File: config.mk
export PLATFORM = sky130hd
export DESIGN_NAME = sxlt_front
export DESIGN_NICKNAME = d
export VERILOG_FILES = /design/src/rtl/sxlt_pkg.sv /design/src/rtl/sxlt_front.sv
export SDC_FILE = /design/constraint.sdc
export NUM_CORES = 1
export LEC_CHECK = 0
export BUFFER_PORTS_ARGS = -buffer_cell sky130_fd_sc_hd__buf_2
export CORE_UTILIZATION = 39
export DETAILED_ROUTE_END_ITERATION = 7
export PLACE_DENSITY_LB_ADDON = 0.3
export SYNTH_ARGS = -nofsm -noshare
export SYNTH_HDL_FRONTEND = slang
export SYNTH_SLANG_ARGS = --single-unit
File: constraint.sdc
create_clock -name clock -period 2.22 [get_ports clock]
set_input_delay 0.111 -clock clock [delete_from_list [all_inputs] [get_ports clock]]
set_output_delay 0.111 -clock clock [all_outputs]
set_load 0.01 [all_outputs]
File: src/rtl/sxlt_pkg.sv
// Shared types, codes and helper function of the shared/exclusive lock table.
package sxlt_pkg;

   // Widths of the request and response fields.
   localparam int unsigned TXN_ID_W    = 6;
   localparam int unsigned ITEM_SLOT_W = 8;
   localparam int unsigned VERDICT_W   = 2;

   // Widest item index any table size can need, and the per-item entry layout.
   localparam int unsigned SLOT_IDX_W  = 16;
   localparam int unsigned MOD_W       = 17;
   localparam int unsigned HOLDER_W    = 64;
   localparam int unsigned COUNT_W     = 7;

   // Depth of the queue between the front and the back.
   localparam int unsigned QUEUE_DEPTH = 2;

   // Item modes as stored in the table.
   localparam logic [1:0] MODE_FREE   = 2'd0;
   localparam logic [1:0] MODE_SHARED = 2'd1;
   localparam logic [1:0] MODE_EXCL   = 2'd2;

   // Verdict codes.
   localparam logic [VERDICT_W-1:0] VERDICT_GRANTED = 2'd0;
   localparam logic [VERDICT_W-1:0] VERDICT_DENIED  = 2'd1;
   localparam logic [VERDICT_W-1:0] VERDICT_IGNORED = 2'd2;

   // Requested lock kind.
   localparam logic KIND_SHARED = 1'b0;
   localparam logic KIND_EXCL   = 1'b1;

   // A classified request as it travels from the front to the back.
   typedef struct packed {
      logic                  kind;
      logic [TXN_ID_W-1:0]   txn;
      logic [SLOT_IDX_W-1:0] item;
   } req_entry_type;

   // One row of the item table.
   typedef struct packed {
      logic [1:0]          mode;
      logic [COUNT_W-1:0]  count;
      logic [HOLDER_W-1:0] holder;
   } item_entry_type;

   // Fill state of the queue.
   typedef struct packed {
      logic full;
      logic empty;
   } queue_status_type;

   // Remainder of an 8-bit slot number by a table size, by restoring
   // subtraction; eight steps suffice since the value is below 256 times the size.
   function automatic logic [SLOT_IDX_W-1:0] reduce_slot(
      input logic [ITEM_SLOT_W-1:0] value,
      input logic [MOD_W-1:0]       modulus
   );
      logic [MOD_W+ITEM_SLOT_W-1:0] rem;
      logic [MOD_W+ITEM_SLOT_W-1:0] sub;
      rem = {{MOD_W{1'b0}}, value};
      for (int k = ITEM_SLOT_W - 1; k >= 0; k--) begin
         sub = {{ITEM_SLOT_W{1'b0}}, modulus} << k;
         if (rem >= sub) begin
            rem = rem - sub;
         end
      end
      return rem[SLOT_IDX_W-1:0];
   endfunction

endpackage

File: src/rtl/sxlt_front.sv
// Front stage: accepts requests, reduces slot numbers and hands them to the queue.
module sxlt_front #(
   parameter int unsigned ITEM_SLOTS = 256,
   parameter int unsigned TXN_SLOTS  = 64
) (
   input  logic                                clock,
   input  logic                                reset,
   input  logic                                start,
   output logic                                busy,
   input  logic                                req_kind,
   input  logic [sxlt_pkg::TXN_ID_W-1:0]       req_txn_id,
   input  logic [sxlt_pkg::ITEM_SLOT_W-1:0]    req_item_slot,
   input  logic                                clearing,
   input  sxlt_pkg::queue_status_type          q_status,
   output logic                                push,
   output sxlt_pkg::req_entry_type             push_entry
);

   logic                    front_vld_ff;
   logic                    front_vld_in;
   sxlt_pkg::req_entry_type entry_ff;
   sxlt_pkg::req_entry_type entry_in;
   logic [sxlt_pkg::SLOT_IDX_W-1:0] txn_red;
   logic                    accept;

   assign push   = front_vld_ff && !q_status.full;
   assign busy   = clearing || (front_vld_ff && q_status.full);
   assign accept = start && !busy;

   always_comb begin
      txn_red        = sxlt_pkg::reduce_slot({2'b00, req_txn_id},
                                             sxlt_pkg::MOD_W'(TXN_SLOTS));
      entry_in.kind  = req_kind;
      entry_in.txn   = txn_red[sxlt_pkg::TXN_ID_W-1:0];
      entry_in.item  = sxlt_pkg::reduce_slot(req_item_slot, sxlt_pkg::MOD_W'(ITEM_SLOTS));
      front_vld_in   = accept || (front_vld_ff && !push);
   end

   always_ff @(posedge clock) begin
      if (reset) begin
         front_vld_ff <= 1'b0;
      end else begin
         front_vld_ff <= front_vld_in;
      end
      if (accept) begin
         entry_ff <= entry_in;
      end
   end

   assign push_entry = entry_ff;

endmodule

== Word level (Yosys, flattened, before mapping) ==
Index checks and enable logic that the tools add are counted.

* Reductions and logical operators: 9

{| class="wikitable"
|+ Operators with widths
! operator !! number
|-
| 1-bit logical AND || 4
|-
| 1-bit zero test || 3
|-
| 1-bit logical OR || 2
|}

* Flip-flop bits (word level): 16
* Bits of input ports: 21
* Output and inout port bits: 25
* Logic and storage cells: 13

== Logic depth before layout (Yosys ltp) ==
Gate-level depths: netlist of the first run.

* Depth after elaboration: 5
* Mapped depth: 2

== Least setup slack after synthesis of the first run ==
OpenSTA, ideal clock, no wires.

* Kind: reg2reg
* From: reg front_vld_ff
* To: reg entry_ff (netlist bit push_entry[0]) (enable)
* Library setup time: 0.392 ns
* Arrival: 1.077 ns
* Data required time: 1.828 ns
* Slack: 0.751 ns
* Stages on the path, launching flop included: 2
* Path buffers: 0
* Period minus slack after synthesis: 1.469 ns
* Cells stage by stage: dfxtp_1 a21oi_1

* Word-level cells in the longest chain between the ends: 4

{| class="wikitable"
|+ Ends and longest elaborated chain
! item !! RTL line !! source
|-
| start, declared || sxlt_front.sv:19 || <nowiki>logic front_vld_ff;</nowiki>
|-
| start signal, assigned || sxlt_front.sv:43 || <nowiki>front_vld_ff <= front_vld_in;</nowiki>
|-
| 1-bit logical AND || sxlt_front.sv:27 || <nowiki>assign busy = clearing || (front_vld_ff && q_status.full);</nowiki>
|-
| 1-bit logical OR || sxlt_front.sv:27 ||
|-
| 1-bit zero test || sxlt_front.sv:28 || <nowiki>assign accept = start && !busy;</nowiki>
|-
| 1-bit logical AND || sxlt_front.sv:28 ||
|-
| named net accept || sxlt_front.sv:24 || <nowiki>logic accept;</nowiki>
|-
| end signal, assigned || sxlt_front.sv:46 || <nowiki>entry_ff <= entry_in;</nowiki>
|-
| end, declared || sxlt_front.sv:21 || <nowiki>sxlt_pkg::req_entry_type entry_ff;</nowiki>
|}

The timed path passes the listed nets, and every way through them passes these cells.
A chain may end at the register's enable or synchronous reset.

== Final worst setup path of the first run ==
* From: reg front_vld_ff
* To: out busy

* Word-level cells in the longest chain between the ends: 2

{| class="wikitable"
|+ Ends and longest elaborated chain
! item !! RTL line !! source
|-
| 1-bit logical AND || sxlt_front.sv:27 ||
|-
| 1-bit logical OR || sxlt_front.sv:27 ||
|-
| end, declared || sxlt_front.sv:9 || <nowiki>output logic busy,</nowiki>
|}

Every way passes these cells.

==> run summary, run 1 <==
Fin area = 877 sq um
Worst r2r src = front_vld_ff
Hold depth = 1
Starting Density = 0.433
Max-slew violation count = 0
Post-Synthesis Cells = 31
H-tree depth = 1
Root Buffer = clkbuf_4
Leakage = 0.000398 uW
Yosys reg bits = 16
Area added between synthesis and finish = 51.7%
Die ar. = 1640 sq um
Antenna violations before repair = 0
Die width = 40.5 um
Cts hold-fix bufs = 1
Rows = 13
PnR Total Power = 566 uW
Slowest-stage cell, CP = dfxtp_1
Fmax achieved = 1000 MHz
Setup_tns = 0 ps
Largest net degree at the start of global routing = 16
Max-cap violations = 0
Via density = 4.01
Reg2reg setup slack = 1240 ps
Skew-Pair Late Insertion Delay = 270 ps
Crit path DAT = 880 ps
Pwr Density = 645 nW/um^2
CTS-repair resized insts = 0
Clock skew = 1.56 ps
Crit path required time = 2110 ps
Antenna viol nets, final = 0
Final HPWL DP = 711 um
Synth Warn # = 0
Syn Area/Cell = 18.6 sq um
Outcome = finished clean
Worst path cell trace = nand2_1, nand2b_1, buf_2
Crit path kind = reg2out
GR Overflow Total = 0
Crit path time final = 996 ps
Largest fanout on the critical path = 3
Global routing's busiest layer = met2
I/O pin total = 46
CP Buf/Inv Count = 1
Final setup fails = 0
Avg WL per Cell = 10.6 um
Critical path launch point type = flip-flop
IR drop worst, VDD = 0.343 mV
Met1 Use GR = 0.154
DRC viols = 0
Crit end category = output pin
Drt total wl = 1.01 mm
RePlAce Congestion = 0.598
Largest delay share family, worst path = flip-flops
Hold endpoint = push_entry[1]
Die height = 40.5 um
Hold path start = req_item_slot[1]
First-pass GRT wire length = 1.23 mm
Met2 GRT Util = 0.183
Grt met3 use = 0.0333
Hold WC Path Type = in2reg
Share of layout cells above drive strength 1 = 0.519
Iteration-0 DRC Markers = 4
Depth of the most critical reg-to-reg path = 2
Fin Hold WS = 9.20 ps
Largest buffer count on any clock path = 2
Sequential area share after synthesis = 0.814
Clk sinks = 16
Port bufs = 36
Slowest stage delay, CP = 340 ps
Via count = 385
CTS buffer count = 3
Hold Fails Final Rpt = 0
Period utilization = 0.449
Antenna Cells = 0
Placed Instance Area = 751 sq um
# Post-CTS Setup Buffers = 0
Cell variety after synth = 10
Cell Area, Synth = 578 sq um
Tot GR Track Use = 0.125
CORE AREA = 1330 sq um
RSZ-0062 raised after global routing = no
CTS tree = built
Pre-Repair DR Iteration Count = 2
FF-to-FF End = push_entry[6]
Final net count = 103
Vias in the first global route = 270
Clk slew on worst S/H paths = 80 ps
## layer usage
layer / routed length (um) / vias up
met5: 0 / -
met2: 472 / 20
met4: 0 / 0
met1: 442 / 171
met3: 98 / 0
li1: - / 194
## area by class of cell
class                   count  area (sq um)
multi-input cells          14          73.8
well taps                  15          18.8
fillers                   104           457
clock buffers               4          26.3
repair buffers             47           288
flip-flops and latches     16           470
## worst max-delay path by stage
stage	to	cells after the start	start	slack (ps)
2_1_floorplan	push_entry[0]	1	front_vld_ff	750
3_3_place_gp	push_entry[5]	4	clearing	1210
3_5_place_dp	push_entry[20]	4	clearing	1200
4_1_cts	busy	3	front_vld_ff	1210
5_1_grt	busy	3	front_vld_ff	1110
6_report	busy	3	front_vld_ff	1220
## Yosys cell counts
library cell   n  area share
edfxtp_1      15        0.78
nand2_1        1      0.0065
a21oi_2        1       0.015
a21oi_1        1      0.0086
conb_1         1      0.0065
nor2b_1        1       0.011
nand2b_4       1       0.024
dfxtp_1        1       0.035
buf_4          8        0.10
nand2b_1       1       0.011
## where the power goes
group	switching (uW)	internal [uW]	total (uW)
sequential	2.89	345	348
clock	80.7	69.5	150
combinational	31.9	35.8	67.7
## cell families after synthesis
group / count (synthesis) / synth area share
flops: 16 / 0.814
buf+inv: 8 / 0.104
simple gates: 4 / 0.0520
compound gates: 2 / 0.0238
other cells: 1 / 0.00649
## worst register-to-register path: stages, from the launching register on
cell and delay (ps):
dfxtp_1 320, a21oi_1 120, buf_4 240
## metrics by stage
stage	cells	setup slack, ps	utilization
global route	96	1110	0.658
CTS	87	1210	0.590
detailed placement	82	1200	0.563
floorplan	38	751	-
global placement	82	1210	0.563
finish	96	1220	0.658
## sequential cells by signal, summed over array words and instances (netlist names)
signal and cells:
push_entry 15, front_vld_ff 1
## layout by cell type (no fill, tap or decap)
| cell | synthesis | layout |
|---|---|---|
| buf_2 | 0 | 36 |
| nor2b_1 | 1 | 1 |
| conb_1 | 1 | 8 |
| a21oi_1 | 1 | 1 |
| nand2b_1 | 1 | 1 |
| dlygate4sd3_1 | 0 | 10 |
| dfxtp_1 | 1 | 1 |
| a21oi_2 | 1 | 1 |
| edfxtp_1 | 15 | 15 |
| clkbuf_4 | 0 | 3 |
| clkbuf_1 | 0 | 1 |
| buf_4 | 8 | 1 |
| nand2_1 | 1 | 1 |
| nand2b_4 | 1 | 1 |
Power figures use the tool's default switching activity.
==> run 2: changes to the inputs <==
Settings changed: CORE_UTILIZATION 39 to 33.
Clock period 2.22 ns to 0.9 ns, I/O delays scaled along.
==> run 2 against run 1 <==
The flow now finishes with violations (DRC, setup timing). Register-to-register slack worse by 1300 ps. Routed wire length rose by 7.7%. Power rose to 2.5 times the previous value. Clock-buffer cell count shrank 1. Sequential power up 150%. Worst setup slack worse by 1300 ps. Critical path type unchanged. Worst hold slack gained 38 ps. Combinational power increased to 3.1 times the previous value. Die area increased by 17%. First-iteration DRC count fell by 25%.
==> run summary, run 2 (same netlist as run 1, synthesis figures left out) <==
Slowest stage delay, CP = 340 ps
Period utilization = 1.12
Crit path kind = reg2out
CP Buf/Inv Count = 2
Root Buffer = clkbuf_4
Tot GR Track Use = 0.126
Levels on crit path = 3
Crit path required time = 850 ps
Antenna violations before repair = 0
Commonest non-fill, non-tap cells in the layout = buf_2 (36), dlygate4sd3_1 (16), edfxtp_1 (15)
Final setup fails = 17
Hold WC Path Type = in2reg
Avg WL per Cell = 10.4 um
Reg2reg setup slack = -20 ps
I/O pin total = 46
Fin Hold WS = 47.3 ps
CORE AREA = 1580 sq um
Drt total wl = 1.09 mm
Skew-Pair Late Insertion Delay = 270 ps
Rows = 14
Placed Instance Area = 785 sq um
Layout Cells excl Fill = 105
Setup_tns = -397 ps
Hold path start = start
Most common cell after layout, fill and taps aside = buf_2
CP Capture Point = push
CTS buffer count = 3
Max-slew violation count = 0
Die width = 43.9 um
Clock skew = 4.85 ps
Via density = 4.06
First-pass GRT wire length = 1.65 mm
Largest delay share family, worst path = flip-flops
CTS tree = built
Starting Density = 0.367
RePlAce Congestion = 0.597
GR Overflow Total = 0
H-tree depth = 1
Port bufs = 36
IR drop worst, VDD = 0.673 mV
Worst Setup Slack, final = -109 ps
Via count = 426
Clk slew on worst S/H paths = 80 ps
Max FFs per register = 15
Share of layout cells above drive strength 1 = 0.528
Failing checks = DRC, setup timing
Fmax achieved = 991 MHz
Largest net degree at the start of global routing = 16
Worst path cell trace = buf_6, nor2b_1, buf_2
Max-cap violations = 0
Area added between synthesis and finish = 70.3%
Die height = 43.9 um
Crit path DAT = 960 ps
Largest fanout on the critical path = 2
Leakage = 0.000439 uW
Antenna Cells = 0
FF-to-FF End = push_entry[0]
DRC viols = 3
Clk sinks = 16
Slowest-stage cell, CP = dfxtp_2
Final HPWL DP = 687 um
Largest buffer count on any clock path = 2
Critical path launch point type = flip-flop
Fin area = 985 sq um
Worst r2r src = front_vld_ff
Worst Setup SP = front_vld_ff
Die ar. = 1920 sq um
Pre-Repair DR Iteration Count = 5
Outcome = complete, but fails checks
Vias in the first global route = 396
Placed cell count = 84
Antenna viol nets, final = 0
Final net count = 111
Hold Fails Final Rpt = 0
RSZ-0062 raised after global routing = yes
Pwr Density = 1450 nW/um^2
Crit path time final = 1010 ps
Crit end category = output pin
Iteration-0 DRC Markers = 3
Depth of the most critical reg-to-reg path = 2
run 2: cell type report:
cell class | count | area (sq um)
fill | 128 | 592
sequential | 16 | 472
timing repair buffer | 55 | 379
multi-input combinational | 14 | 87.6
clock buffer | 3 | 22.5
tap | 16 | 20.0
clock inverter | 1 | 3.75
run 2: power by group:
part | internal [uW] | switching [uW] | total, uW
Clock | 160 | 198 | 358
Combinational | 120 | 89.6 | 209
Sequential | 851 | 8.29 | 859
run 2: metrics by stage:
stage / util / power, uW / setup slack, ps
finish: 0.625 / 1430 / -109
global route: 0.625 / 1510 / -186
CTS: 0.625 / 1450 / -130
detailed placement: 0.498 / 1030 / -8.63
global placement: 0.498 / 1020 / -1.34
floorplan: - / 962 / -95.5
run 2: timing repair:
action,4_1_cts,5_1_grt
endpoints found under the hold margin,16,0
hold buffers,16,0
setup endpoints to repair,17,17
setup buffers,1,0
resized for setup,2,0
run 2: worst min-delay path by stage:
stage	endpoint	slack (ps)	cells past startpoint
final	front_vld_ff	50	3
after global routing	front_vld_ff	40	3
after CTS	front_vld_ff	40	3
after detailed placement	front_vld_ff	200	2
after global placement	front_vld_ff	200	2
after floorplan	front_vld_ff	100	1
run 2: worst min-delay path: stages:
cell and delay [ps]:
buf_2 120, nand2b_4 80, a21oi_2 50
run 2: per-layer routing:
| metal | global-route usage | share of wire | up-vias |
|---|---|---|---|
| met5 | 0 | 0 | - |
| li1 | - | - | 209 |
| met4 | 0.0727 | 0.010 | 0 |
| met2 | 0.242 | 0.60 | 25 |
| met3 | 0.0417 | 0.095 | 2 |
| met1 | 0.111 | 0.30 | 190 |
