### config.mk
export PLATFORM = sky130hd
export DESIGN_NAME = sxlt_queue
export DESIGN_NICKNAME = d
export VERILOG_FILES = /design/src/rtl/sxlt_pkg.sv /design/src/rtl/sxlt_queue.sv
export SDC_FILE = /design/constraint.sdc
export NUM_CORES = 1
export LEC_CHECK = 0
export ABC_AREA = 1
export BUFFER_PORTS_ARGS = -buffer_cell sky130_fd_sc_hd__buf_2
export CORE_MARGIN = 2
export CORE_UTILIZATION = 45
export DETAILED_ROUTE_END_ITERATION = 8
export GPL_TIMING_DRIVEN = 0
export HOLD_SLACK_MARGIN = 0.15
export PLACE_DENSITY = 0.75
export SETUP_SLACK_MARGIN = 0.05
export SYNTH_ARGS = -nofsm -noshare
export SYNTH_HDL_FRONTEND = slang
export SYNTH_SLANG_ARGS = --single-unit
export TNS_END_PERCENT = 30
### constraint.sdc
create_clock -name clock -period 2.48 [get_ports clock]
set_clock_uncertainty 0.05 [all_clocks]
set_input_delay 0.62 -clock clock [delete_from_list [all_inputs] [get_ports clock]]
set_output_delay 0.62 -clock clock [all_outputs]
set_load 0.005 [all_outputs]
### src/rtl/sxlt_pkg.sv
// Shared types, codes and helper function of the shared/exclusive lock table.
package sxlt_pkg;

   // Widths of the request and response fields.
   localparam int unsigned TXN_ID_W    = 6;
   localparam int unsigned ITEM_SLOT_W = 8;
   localparam int unsigned VERDICT_W   = 2;

   // Widest item index any table size can need, and the per-item entry layout.
   localparam int unsigned SLOT_IDX_W  = 16;
   localparam int unsigned MOD_W       = 17;
   localparam int unsigned HOLDER_W    = 64;
   localparam int unsigned COUNT_W     = 7;

   // Depth of the queue between the front and the back.
   localparam int unsigned QUEUE_DEPTH = 2;

   // Item modes as stored in the table.
   localparam logic [1:0] MODE_FREE   = 2'd0;
   localparam logic [1:0] MODE_SHARED = 2'd1;
   localparam logic [1:0] MODE_EXCL   = 2'd2;

   // Verdict codes.
   localparam logic [VERDICT_W-1:0] VERDICT_GRANTED = 2'd0;
   localparam logic [VERDICT_W-1:0] VERDICT_DENIED  = 2'd1;
   localparam logic [VERDICT_W-1:0] VERDICT_IGNORED = 2'd2;

   // Requested lock kind.
   localparam logic KIND_SHARED = 1'b0;
   localparam logic KIND_EXCL   = 1'b1;

   // A classified request as it travels from the front to the back.
   typedef struct packed {
      logic                  kind;
      logic [TXN_ID_W-1:0]   txn;
      logic [SLOT_IDX_W-1:0] item;
   } req_entry_type;

   // One row of the item table.
   typedef struct packed {
      logic [1:0]          mode;
      logic [COUNT_W-1:0]  count;
      logic [HOLDER_W-1:0] holder;
   } item_entry_type;

   // Fill state of the queue.
   typedef struct packed {
      logic full;
      logic empty;
   } queue_status_type;

   // Remainder of an 8-bit slot number by a table size, by restoring
   // subtraction; eight steps suffice since the value is below 256 times the size.
   function automatic logic [SLOT_IDX_W-1:0] reduce_slot(
      input logic [ITEM_SLOT_W-1:0] value,
      input logic [MOD_W-1:0]       modulus
   );
      logic [MOD_W+ITEM_SLOT_W-1:0] rem;
      logic [MOD_W+ITEM_SLOT_W-1:0] sub;
      rem = {{MOD_W{1'b0}}, value};
      for (int k = ITEM_SLOT_W - 1; k >= 0; k--) begin
         sub = {{ITEM_SLOT_W{1'b0}}, modulus} << k;
         if (rem >= sub) begin
            rem = rem - sub;
         end
      end
      return rem[SLOT_IDX_W-1:0];
   endfunction

endpackage

### src/rtl/sxlt_queue.sv
// Short FIFO between the front and the back.
module sxlt_queue (
   input  logic                       clock,
   input  logic                       reset,
   input  logic                       push,
   input  sxlt_pkg::req_entry_type    push_entry,
   input  logic                       pop,
   output sxlt_pkg::req_entry_type    head,
   output sxlt_pkg::queue_status_type q_status
);

   localparam int unsigned PTR_W = (sxlt_pkg::QUEUE_DEPTH > 1) ?
                                   $clog2(sxlt_pkg::QUEUE_DEPTH) : 1;
   localparam int unsigned CNT_W = $clog2(sxlt_pkg::QUEUE_DEPTH + 1);

   sxlt_pkg::req_entry_type slots_ff [sxlt_pkg::QUEUE_DEPTH];
   logic [PTR_W-1:0] wr_ptr_ff;
   logic [PTR_W-1:0] rd_ptr_ff;
   logic [CNT_W-1:0] count_ff;
   logic [PTR_W-1:0] wr_ptr_in;
   logic [PTR_W-1:0] rd_ptr_in;
   logic [CNT_W-1:0] count_in;

   always_comb begin
      wr_ptr_in = wr_ptr_ff;
      rd_ptr_in = rd_ptr_ff;
      count_in  = count_ff;
      if (push) begin
         wr_ptr_in = (wr_ptr_ff == PTR_W'(sxlt_pkg::QUEUE_DEPTH - 1)) ?
                     '0 : wr_ptr_ff + PTR_W'(1);
      end
      if (pop) begin
         rd_ptr_in = (rd_ptr_ff == PTR_W'(sxlt_pkg::QUEUE_DEPTH - 1)) ?
                     '0 : rd_ptr_ff + PTR_W'(1);
      end
      if (push && !pop) begin
         count_in = count_ff + CNT_W'(1);
      end else if (pop && !push) begin
         count_in = count_ff - CNT_W'(1);
      end
   end

   always_ff @(posedge clock) begin
      if (reset) begin
         wr_ptr_ff <= '0;
         rd_ptr_ff <= '0;
         count_ff  <= '0;
      end else begin
         wr_ptr_ff <= wr_ptr_in;
         rd_ptr_ff <= rd_ptr_in;
         count_ff  <= count_in;
      end
      if (push) begin
         slots_ff[wr_ptr_ff] <= push_entry;
      end
   end

   assign head           = slots_ff[rd_ptr_ff];
   assign q_status.full  = (count_ff == CNT_W'(sxlt_pkg::QUEUE_DEPTH));
   assign q_status.empty = (count_ff == '0);

endmodule

# Word level (Yosys, flattened, before mapping)
# Memory sizes are Yosys's and may differ from the RTL's. A register that Yosys moved wholly into a read port is not among the register bits.
# Cells that the tools add are included.
# classes
addsub,4
n_eq_ne,1
n_reduce_logical,6
mux,8
# ops
cell,count
$mux W1,6
$mux W2,2
$add A1 B1 Y1 const B,2
$add A2 B1 Y2 const B,1
$eq A2 B2 Y1 const B,1
$logic_and A1 B1 Y1,2
$logic_not A1 Y1,2
$logic_not A2 Y1,1
$reduce_bool A2 Y1,1
$sub A2 B1 Y2 const B,1
# word_totals
regBits,4
mem_count,1
input_bits,27
elab_cells,23
out_inout_bits,25
ramBits,46
# mem_list
memory,words,word_bits,read_ports,rd_ports_with_merged_regs,write_ports,line,source
slots_ff,2,23,1,1,1,sxlt_queue.sv:16,sxlt_pkg::req_entry_type slots_ff [sxlt_pkg::QUEUE_DEPTH];

# Depth between registers and ports, before layout
# Gate-level depths: netlist of the first run.
# logic_depth
depth_word,4
mapped_depth,8
depth_no_buf,8

# Worst setup path after synthesis of the first run
# No wires, ideal clock.
# synth_timing
path_kind,in2reg
from,input port push
to,"memory slots_ff[0][0] (netlist bit), enable pin"
setup_ps,403
arrival_ps,1634
n_path_buf,0
required_time_ps,2027
cell_stages,2
slack_ps,393
cell_sequence,inv_1 > nor2_1
# synth_between
elab_chain_len,2
# synth_rtl
item,line,source
from (decl),sxlt_queue.sv:5,"input logic push,"
$mux W1,sxlt_queue.sv:53,if (push) begin
$mux W1 (not written as such),sxlt_queue.sv:54,slots_ff[wr_ptr_ff] <= push_entry;
to (decl),sxlt_queue.sv:16,
# Every way passes these cells.

==> results.py, run 1 <==
metrics = {
    "logic_synthesis": {
        "netlist_instances": 104,
        "synth_cell_types": 14,
        "ys_top_cells_by_area": "edfxtp_1 73%, mux2_2 14%, dfxtp_1 5.3%",
        "synth_seq_cells": 51,
        "synth_edf_count": 46,
        "syn_area_um2": 1889,
        "synth.most_common_cell": "edfxtp_1",
        "synth_top_area_share_pct": 73.11,
        "synth-seq-area-share_pct": 78.41,
        "synth_nets": 132,
        "synth_ff_type": "edfxtp_1",
        "yosysTopAreaCell": "edfxtp_1",
        "syn_area_per_cell_um2": 18.17,
        "yosys-top-cells-count": "46 x edfxtp_1, 23 x mux2_2, 9 x inv_1, 7 x nor2_1",
        "async_reset_ff_share_pct": 0,
        "yosysWarnings": 0,
    },
    "floorplanning": {
        "die_y_um": 68.80,
        "die_w_um": 68.80,
        "dieArea_um2": 4733,
        "num_rows": 23,
        "pin_count": 52,
        "start_util_pct": 46.89,
        "fp.coreArea_um2": 4029,
    },
    "sta": {
        "tns_ns": 0,
        "finalWorstSetupSlack_ns": 0.4035,
        "report.final.setup_viol": 0,
        "fin_crit_sh_pct": 83.73,
        "period_needed_ns": 2.077,
        "fmax_ghz": 0.4816,
        "worst_pin_slew_ns": 0.9315,
        "slew_violations": 0,
        "rsz0062_at_grt": "false",
        "hold_violations": 0,
        "slew_headroom_pct": 37.83,
    },
    "job": {
        "cap_violations": 0,
    },
    "detailed_routing": {
        "viasPerCell": 4.794,
        "drc_errors": 0,
        "ant_nets": 0,
        "via_count": 1026,
        "routed_wl_mm": 2.944,
        "drt_iter0_drc": 45,
        "dr.pass1.iters": 4,
        "wl_per_cell_um": 13.76,
    },
    "clocking": {
        "postCtsResizedCells": 0,
        "post_cts_buffers": 0,
        "cts_max_path_buffers": 2,
        "numClockSinks": 51,
        "clk_pin_slew_ns": 0.08,
        "clk_latency_ns": 0.28,
        "hold_buffers": 0,
        "cts_tree": "yes",
        "numCtsBuffers": 5,
        "h-tree-depth": 2,
        "root_buffer": "clkbuf_8",
    },
    "cells_and_area": {
        "fin_area_um2": 2306,
        "drive_gt1_share_pct": 51.22,
        "n_fill_cell": 340,
        "layout.nets": 191,
        "instances_no_fill": 214,
        "post-route-util_pct": 57.24,
        "area_growth_pct": 22.05,
        "diodes": 0,
    },
    "place": {
        "dp.cells": 206,
        "placed_area_um2": 2225,
        "port_buffers": 51,
        "place.gp.congestion": 0.7318,
        "dpl.hpwl_mm": 2.158,
        "pre_cts_slack_ns": 0.5438,
    },
    "min_path": {
        "min_path_type": "input pin to flop",
        "holdPathStages": 1,
    },
    "setup_path": {
        "r2r-start": "wr_ptr_ff",
        "ff2ff_setup_slack_ns": 0.96,
        "r2r-end": "slots_ff[1][1]",
        "worstPathRequired_ns": 1.81,
        "endpoint_kind": "primary output",
        "criticalPathCategory": "flop to primary output",
        "critPathCapture": "head[3]",
        "critPathLaunchType": "flop",
        "worstPathMaxFanout": 10,
        "crit_arrival_ns": 1.41,
        "rr_worst_depth": 2,
    },
    "global_routing": {
        "grt_pass1_wl_mm": 4.381,
        "antenna_found_initial": 0,
        "grt_pass1_vias": 1031,
        "grt_use_total_pct": 13.26,
        "globalRouteOverflowTotal": 0,
        "grt_max_degree": 25,
    },
    "power_and_ir_drop": {
        "power.density_nw_per_um2": 705.3,
        "p_leak_nw": 0.9102,
        "ir_worst_vdd_uv": 394.6,
    },
    "status": {
        "outcome": "complete, no violations",
    },
}
==> placed cells by master (no fill, tap or decap) <==
master    instances
a21oi_1           1
buf_2            51
buf_6             2
buf_8             1
clkbuf_1          2
clkbuf_8          5
clkinv_2          1
dfxtp_1           5
edfxtp_1         46
ha_1              1
inv_1             9
mux2_2           23
nand2_1           5
nand3_1           1
nand4_1           1
nor2_1            6
nor2_2            1
nor3_1            1
o21ai_0           1
xnor2_1           1
==> cells by family after synthesis <==
| logic type | synth area share, % |
|---|---|
| and+or+nand+nor | 3.245 |
| muxes | 13.71 |
| xor gates and xnor gates | 0.4637 |
| DFF | 78.41 |
| buffers and inverters | 2.980 |
| AOI/OAI and AO/OA | 0.5293 |
| adders and majority gates | 0.6621 |
==> final cells by class <==
cell class                 count  area (um^2)  share of cell area, %
buffer                         2        22.52                 0.9767
clock buffer                   7        76.32                  3.310
clock inverter                 1        5.005                 0.2170
inverter                       9        33.78                  1.465
multi-input combinational     42        354.1                  15.36
sequential                    51         1481                  64.24
tap                           50        62.56                  2.713
timing repair buffer          52        270.3                  11.72
==> metrics by stage <==
stage | power, mW | hold WS, ns
2_1_floorplan | 1.125 | 0.4299
3_3_place_gp | 1.203 | 0.4457
3_5_place_dp | 1.219 | 0.4608
4_1_cts | 1.648 | 0.4542
5_1_grt | 1.711 | 0.4481
6_report | 1.626 | 0.4639
==> power by group <==
part	switching (mW)	total (mW)	internal, mW
registers	0.0159	1.01	0.990
clock network	0.234	0.432	0.198
logic	0.0881	0.188	0.100
total	0.338	1.63	1.29
==> per-layer routing <==
metal  track usage, %  share of wire [%]
met1            13.35                 38
met2            24.28                 52
met3            4.383                8.4
met4            6.618                1.5
met5                0                  0
==> registers in the layout (all words and copies together), names as in the netlist, named ones only <==
register   flops
slots_ff      46
wr_ptr_ff      1
count_ff       2
rd_ptr_ff      1
==> how the worst min path moves through the flow <==
stage                   startpoint               to  slack [ns]
floorplan                rd_ptr_ff             flop        0.43
global placement         rd_ptr_ff        rd_ptr_ff        0.45
detailed placement       rd_ptr_ff        rd_ptr_ff        0.46
CTS                  push_entry[2]   slots_ff[1][2]        0.45
global route        push_entry[17]  slots_ff[0][17]        0.45
finish              push_entry[14]  slots_ff[0][14]        0.46
==> critical path: stages, from the launching register on <==
cell	delay, ns
dfxtp_1	0.45
buf_6	0.19
mux2_2	0.35
buf_2	0.13
(Power assumes the default switching activity.)
==> run 2: changes to the inputs <==
- ABC_AREA: 1 -> 0
- clock period: 2.48 -> 2.13 ns (I/O delays scaled with it)
==> run 2 against run 1 <==
  * Clock-buffer cell count grew 1
  * Via count decreased by 4.9%
  * Critical path depth is the same
  * Die area shrank 1.3%
  * Register-to-register slack worse by 0.53 ns
  * Core utilization fell by 0.25 points
  * Combinational power up 23%
  * Area after synthesis decreased by 1.4%
  * Hold slack worse by 0.086 ns
  * Highest routed layer unchanged
  * Critical path type unchanged
  * Design area down 1.1%
  * Total power rose by 18%
==> results.py, run 2 <==
metrics = {
    "status": {
        "outcome": "complete, no violations",
    },
    "logic_synthesis": {
        "netlist_instances": 93,
        "async_reset_ff_share_pct": 0,
        "synth_ff_type": "edfxtp_1",
        "synth_cell_types": 15,
        "synth_seq_cells": 51,
        "synth_edf_count": 46,
        "synth_top_area_share_pct": 74.14,
        "ys_top_cells_by_area": "edfxtp_1 74%, mux2_2 14%, dfxtp_1 5.4%",
        "syn_area_per_cell_um2": 20.03,
        "synth_nets": 121,
        "synth.most_common_cell": "edfxtp_1",
        "yosys-top-cells-count": "46 x edfxtp_1, 23 x mux2_2, 5 x dfxtp_1, 5 x nor2_1",
        "yosysWarnings": 0,
        "synth-seq-area-share_pct": 79.52,
        "syn_area_um2": 1863,
        "yosysTopAreaCell": "edfxtp_1",
    },
    "cells_and_area": {
        "final_common_cell": "buf_2",
        "multi_input_area_um2": 365.4,
        "n_fill_cell": 340,
        "area_growth_pct": 22.36,
        "instances_no_fill": 203,
        "fin_area_um2": 2280,
        "final_cell_mix": "51 x buf_2, 46 x edfxtp_1, 23 x mux2_2",
        "largest-register": "slots_ff",
        "regArea_um2": 1483,
        "diodes": 0,
        "largest_register_ffs": 46,
        "layout.nets": 180,
        "top_regs": "slots_ff x46, count_ff x2",
        "drive_gt1_share_pct": 55.56,
    },
    "min_path": {
        "min_path_type": "input pin to flop",
        "min_to": "slots_ff[0][20]",
        "min_from": "push_entry[20]",
        "holdPathStages": 1,
    },
    "detailed_routing": {
        "drt_iter0_drc": 64,
        "drc_errors": 0,
        "routed_wl_mm": 3.082,
        "via_count": 976,
        "dr.pass1.iters": 4,
        "ant_nets": 0,
        "viasPerCell": 4.808,
        "wl_per_cell_um": 15.18,
    },
    "global_routing": {
        "antenna_found_initial": 0,
        "grt_use_total_pct": 14.77,
        "grt_max_degree": 24,
        "grt_pass1_wl_mm": 4.761,
        "globalRouteOverflowTotal": 0,
        "grt_pass1_vias": 1004,
    },
    "sta": {
        "worst_pin_slew_ns": 1.102,
        "fmax_ghz": 0.5172,
        "hold_ws_ns": 0.3776,
        "slew_violations": 0,
        "period_needed_ns": 1.934,
        "slew_headroom_pct": 26.55,
        "report.final.setup_viol": 0,
        "fin_crit_sh_pct": 90.78,
        "rsz0062_at_grt": "false",
        "tns_ns": 0,
        "hold_violations": 0,
    },
    "setup_path": {
        "r2r-end": "slots_ff[1][5]",
        "critPathLaunchType": "flop",
        "crit_arrival_ns": 1.35,
        "ff2ff_setup_slack_ns": 0.43,
        "criticalPathCategory": "flop to primary output",
        "rr_worst_depth": 1,
        "endpoint_kind": "primary output",
        "worstPathMaxFanout": 10,
        "r2r-start": "wr_ptr_ff",
        "worstPathRequired_ns": 1.55,
    },
    "floorplanning": {
        "start_util_pct": 46.57,
        "fp.coreArea_um2": 4000,
        "die_w_um": 68.35,
        "pin_count": 52,
        "dieArea_um2": 4671,
        "die_y_um": 68.35,
        "num_rows": 23,
    },
    "clocking": {
        "numCtsBuffers": 5,
        "root_buffer": "clkbuf_8",
        "clk_latency_ns": 0.29,
        "h-tree-depth": 2,
        "cts_tree": "yes",
        "clk_pin_slew_ns": 0.08,
        "cts_max_path_buffers": 2,
        "hold_buffers": 0,
        "numClockSinks": 51,
    },
    "place": {
        "dpl.hpwl_mm": 2.244,
        "dp.cells": 195,
        "place.gp.congestion": 0.6307,
        "placed_area_um2": 2198,
        "port_buffers": 51,
    },
    "job": {
        "cap_violations": 0,
    },
    "power_and_ir_drop": {
        "power.density_nw_per_um2": 842.7,
        "ir_worst_vdd_uv": 565.6,
        "p_leak_nw": 0.8716,
    },
}
-- run 2: cell count changes in the layout (fill, tap and decap cells not counted), moves of 2 or more --
cell,delta
buf_6,-2
xor2_1,+2
inv_1,-8
buf_4,+2
nand2_1,-5
-- run 2: critical path, cell delays in order, from the launching register on --
cell,delay [ns]
dfxtp_2,0.38
buf_4,0.20
mux2_2,0.35
buf_2,0.13
-- run 2: through the flow --
step                worst slack [ns]  total power, mW  utilization, %
floorplan                    0.07887            1.327               -
global placement             -0.5353            1.423           54.52
detailed placement            0.1195            1.447           54.96
CTS                           0.1025            1.950           56.96
global route                  0.1165            2.010           56.99
finish                        0.1965            1.921           56.99
-- run 2: layout make-up --
type / instances / area share (%)
Timing Repair Buffer: 52 / 11.86
Tap cell: 50 / 2.744
Multi-Input combinational cell: 39 / 16.03
Sequential cell: 51 / 65.04
Buffer: 2 / 0.6586
Clock buffer: 8 / 3.513
Inverter: 1 / 0.1647
-- run 2: worst max-delay path by stage --
stage / to / slack [ns] / depth (start not counted)
final: head[16] / 0.20 / 3
after global routing: head[21] / 0.12 / 3
after CTS: head[16] / 0.10 / 3
after detailed placement: slots_ff[1][10] / 0.12 / 2
after global placement: slots_ff[0][8] / -0.54 / 2
after floorplan: slots_ff[0][0] / 0.08 / 1
-- run 2: per-layer routing --
| metal | GRT usage (%) | part of all wire (%) | vias up |
|---|---|---|---|
| li1 | - | - | 471 |
| met3 | 3.454 | 3.6 | 6 |
| met1 | 14.82 | 37 | 474 |
| met4 | 8.250 | 1.8 | 0 |
| met2 | 27.67 | 58 | 25 |
| met5 | 0 | 0 | - |
-- run 2: kinds of logic after synthesis --
kind of cell	count (synthesis)	synth area share, %
mux	23	13.90
fa+ha+maj	1	0.6715
buf+inv	3	1.007
simple gates	9	2.486
xor+xnor	4	1.881
flops	51	79.52
compound gates	2	0.5368
-- run 2: power by group --
| group | internal (mW) | switching [mW] | leakage [nW] |
|---|---|---|---|
| logic | 0.125 | 0.106 | 0.359 |
| registers | 1.16 | 0.0232 | 0.474 |
| clock network | 0.234 | 0.270 | 0.0395 |
| total | 1.52 | 0.400 | 0.872 |
-- run 2: timing repair --
item,CTS,global route
resized for setup,0,1
endpoints found under the setup margin,0,18
setup buffers,0,0
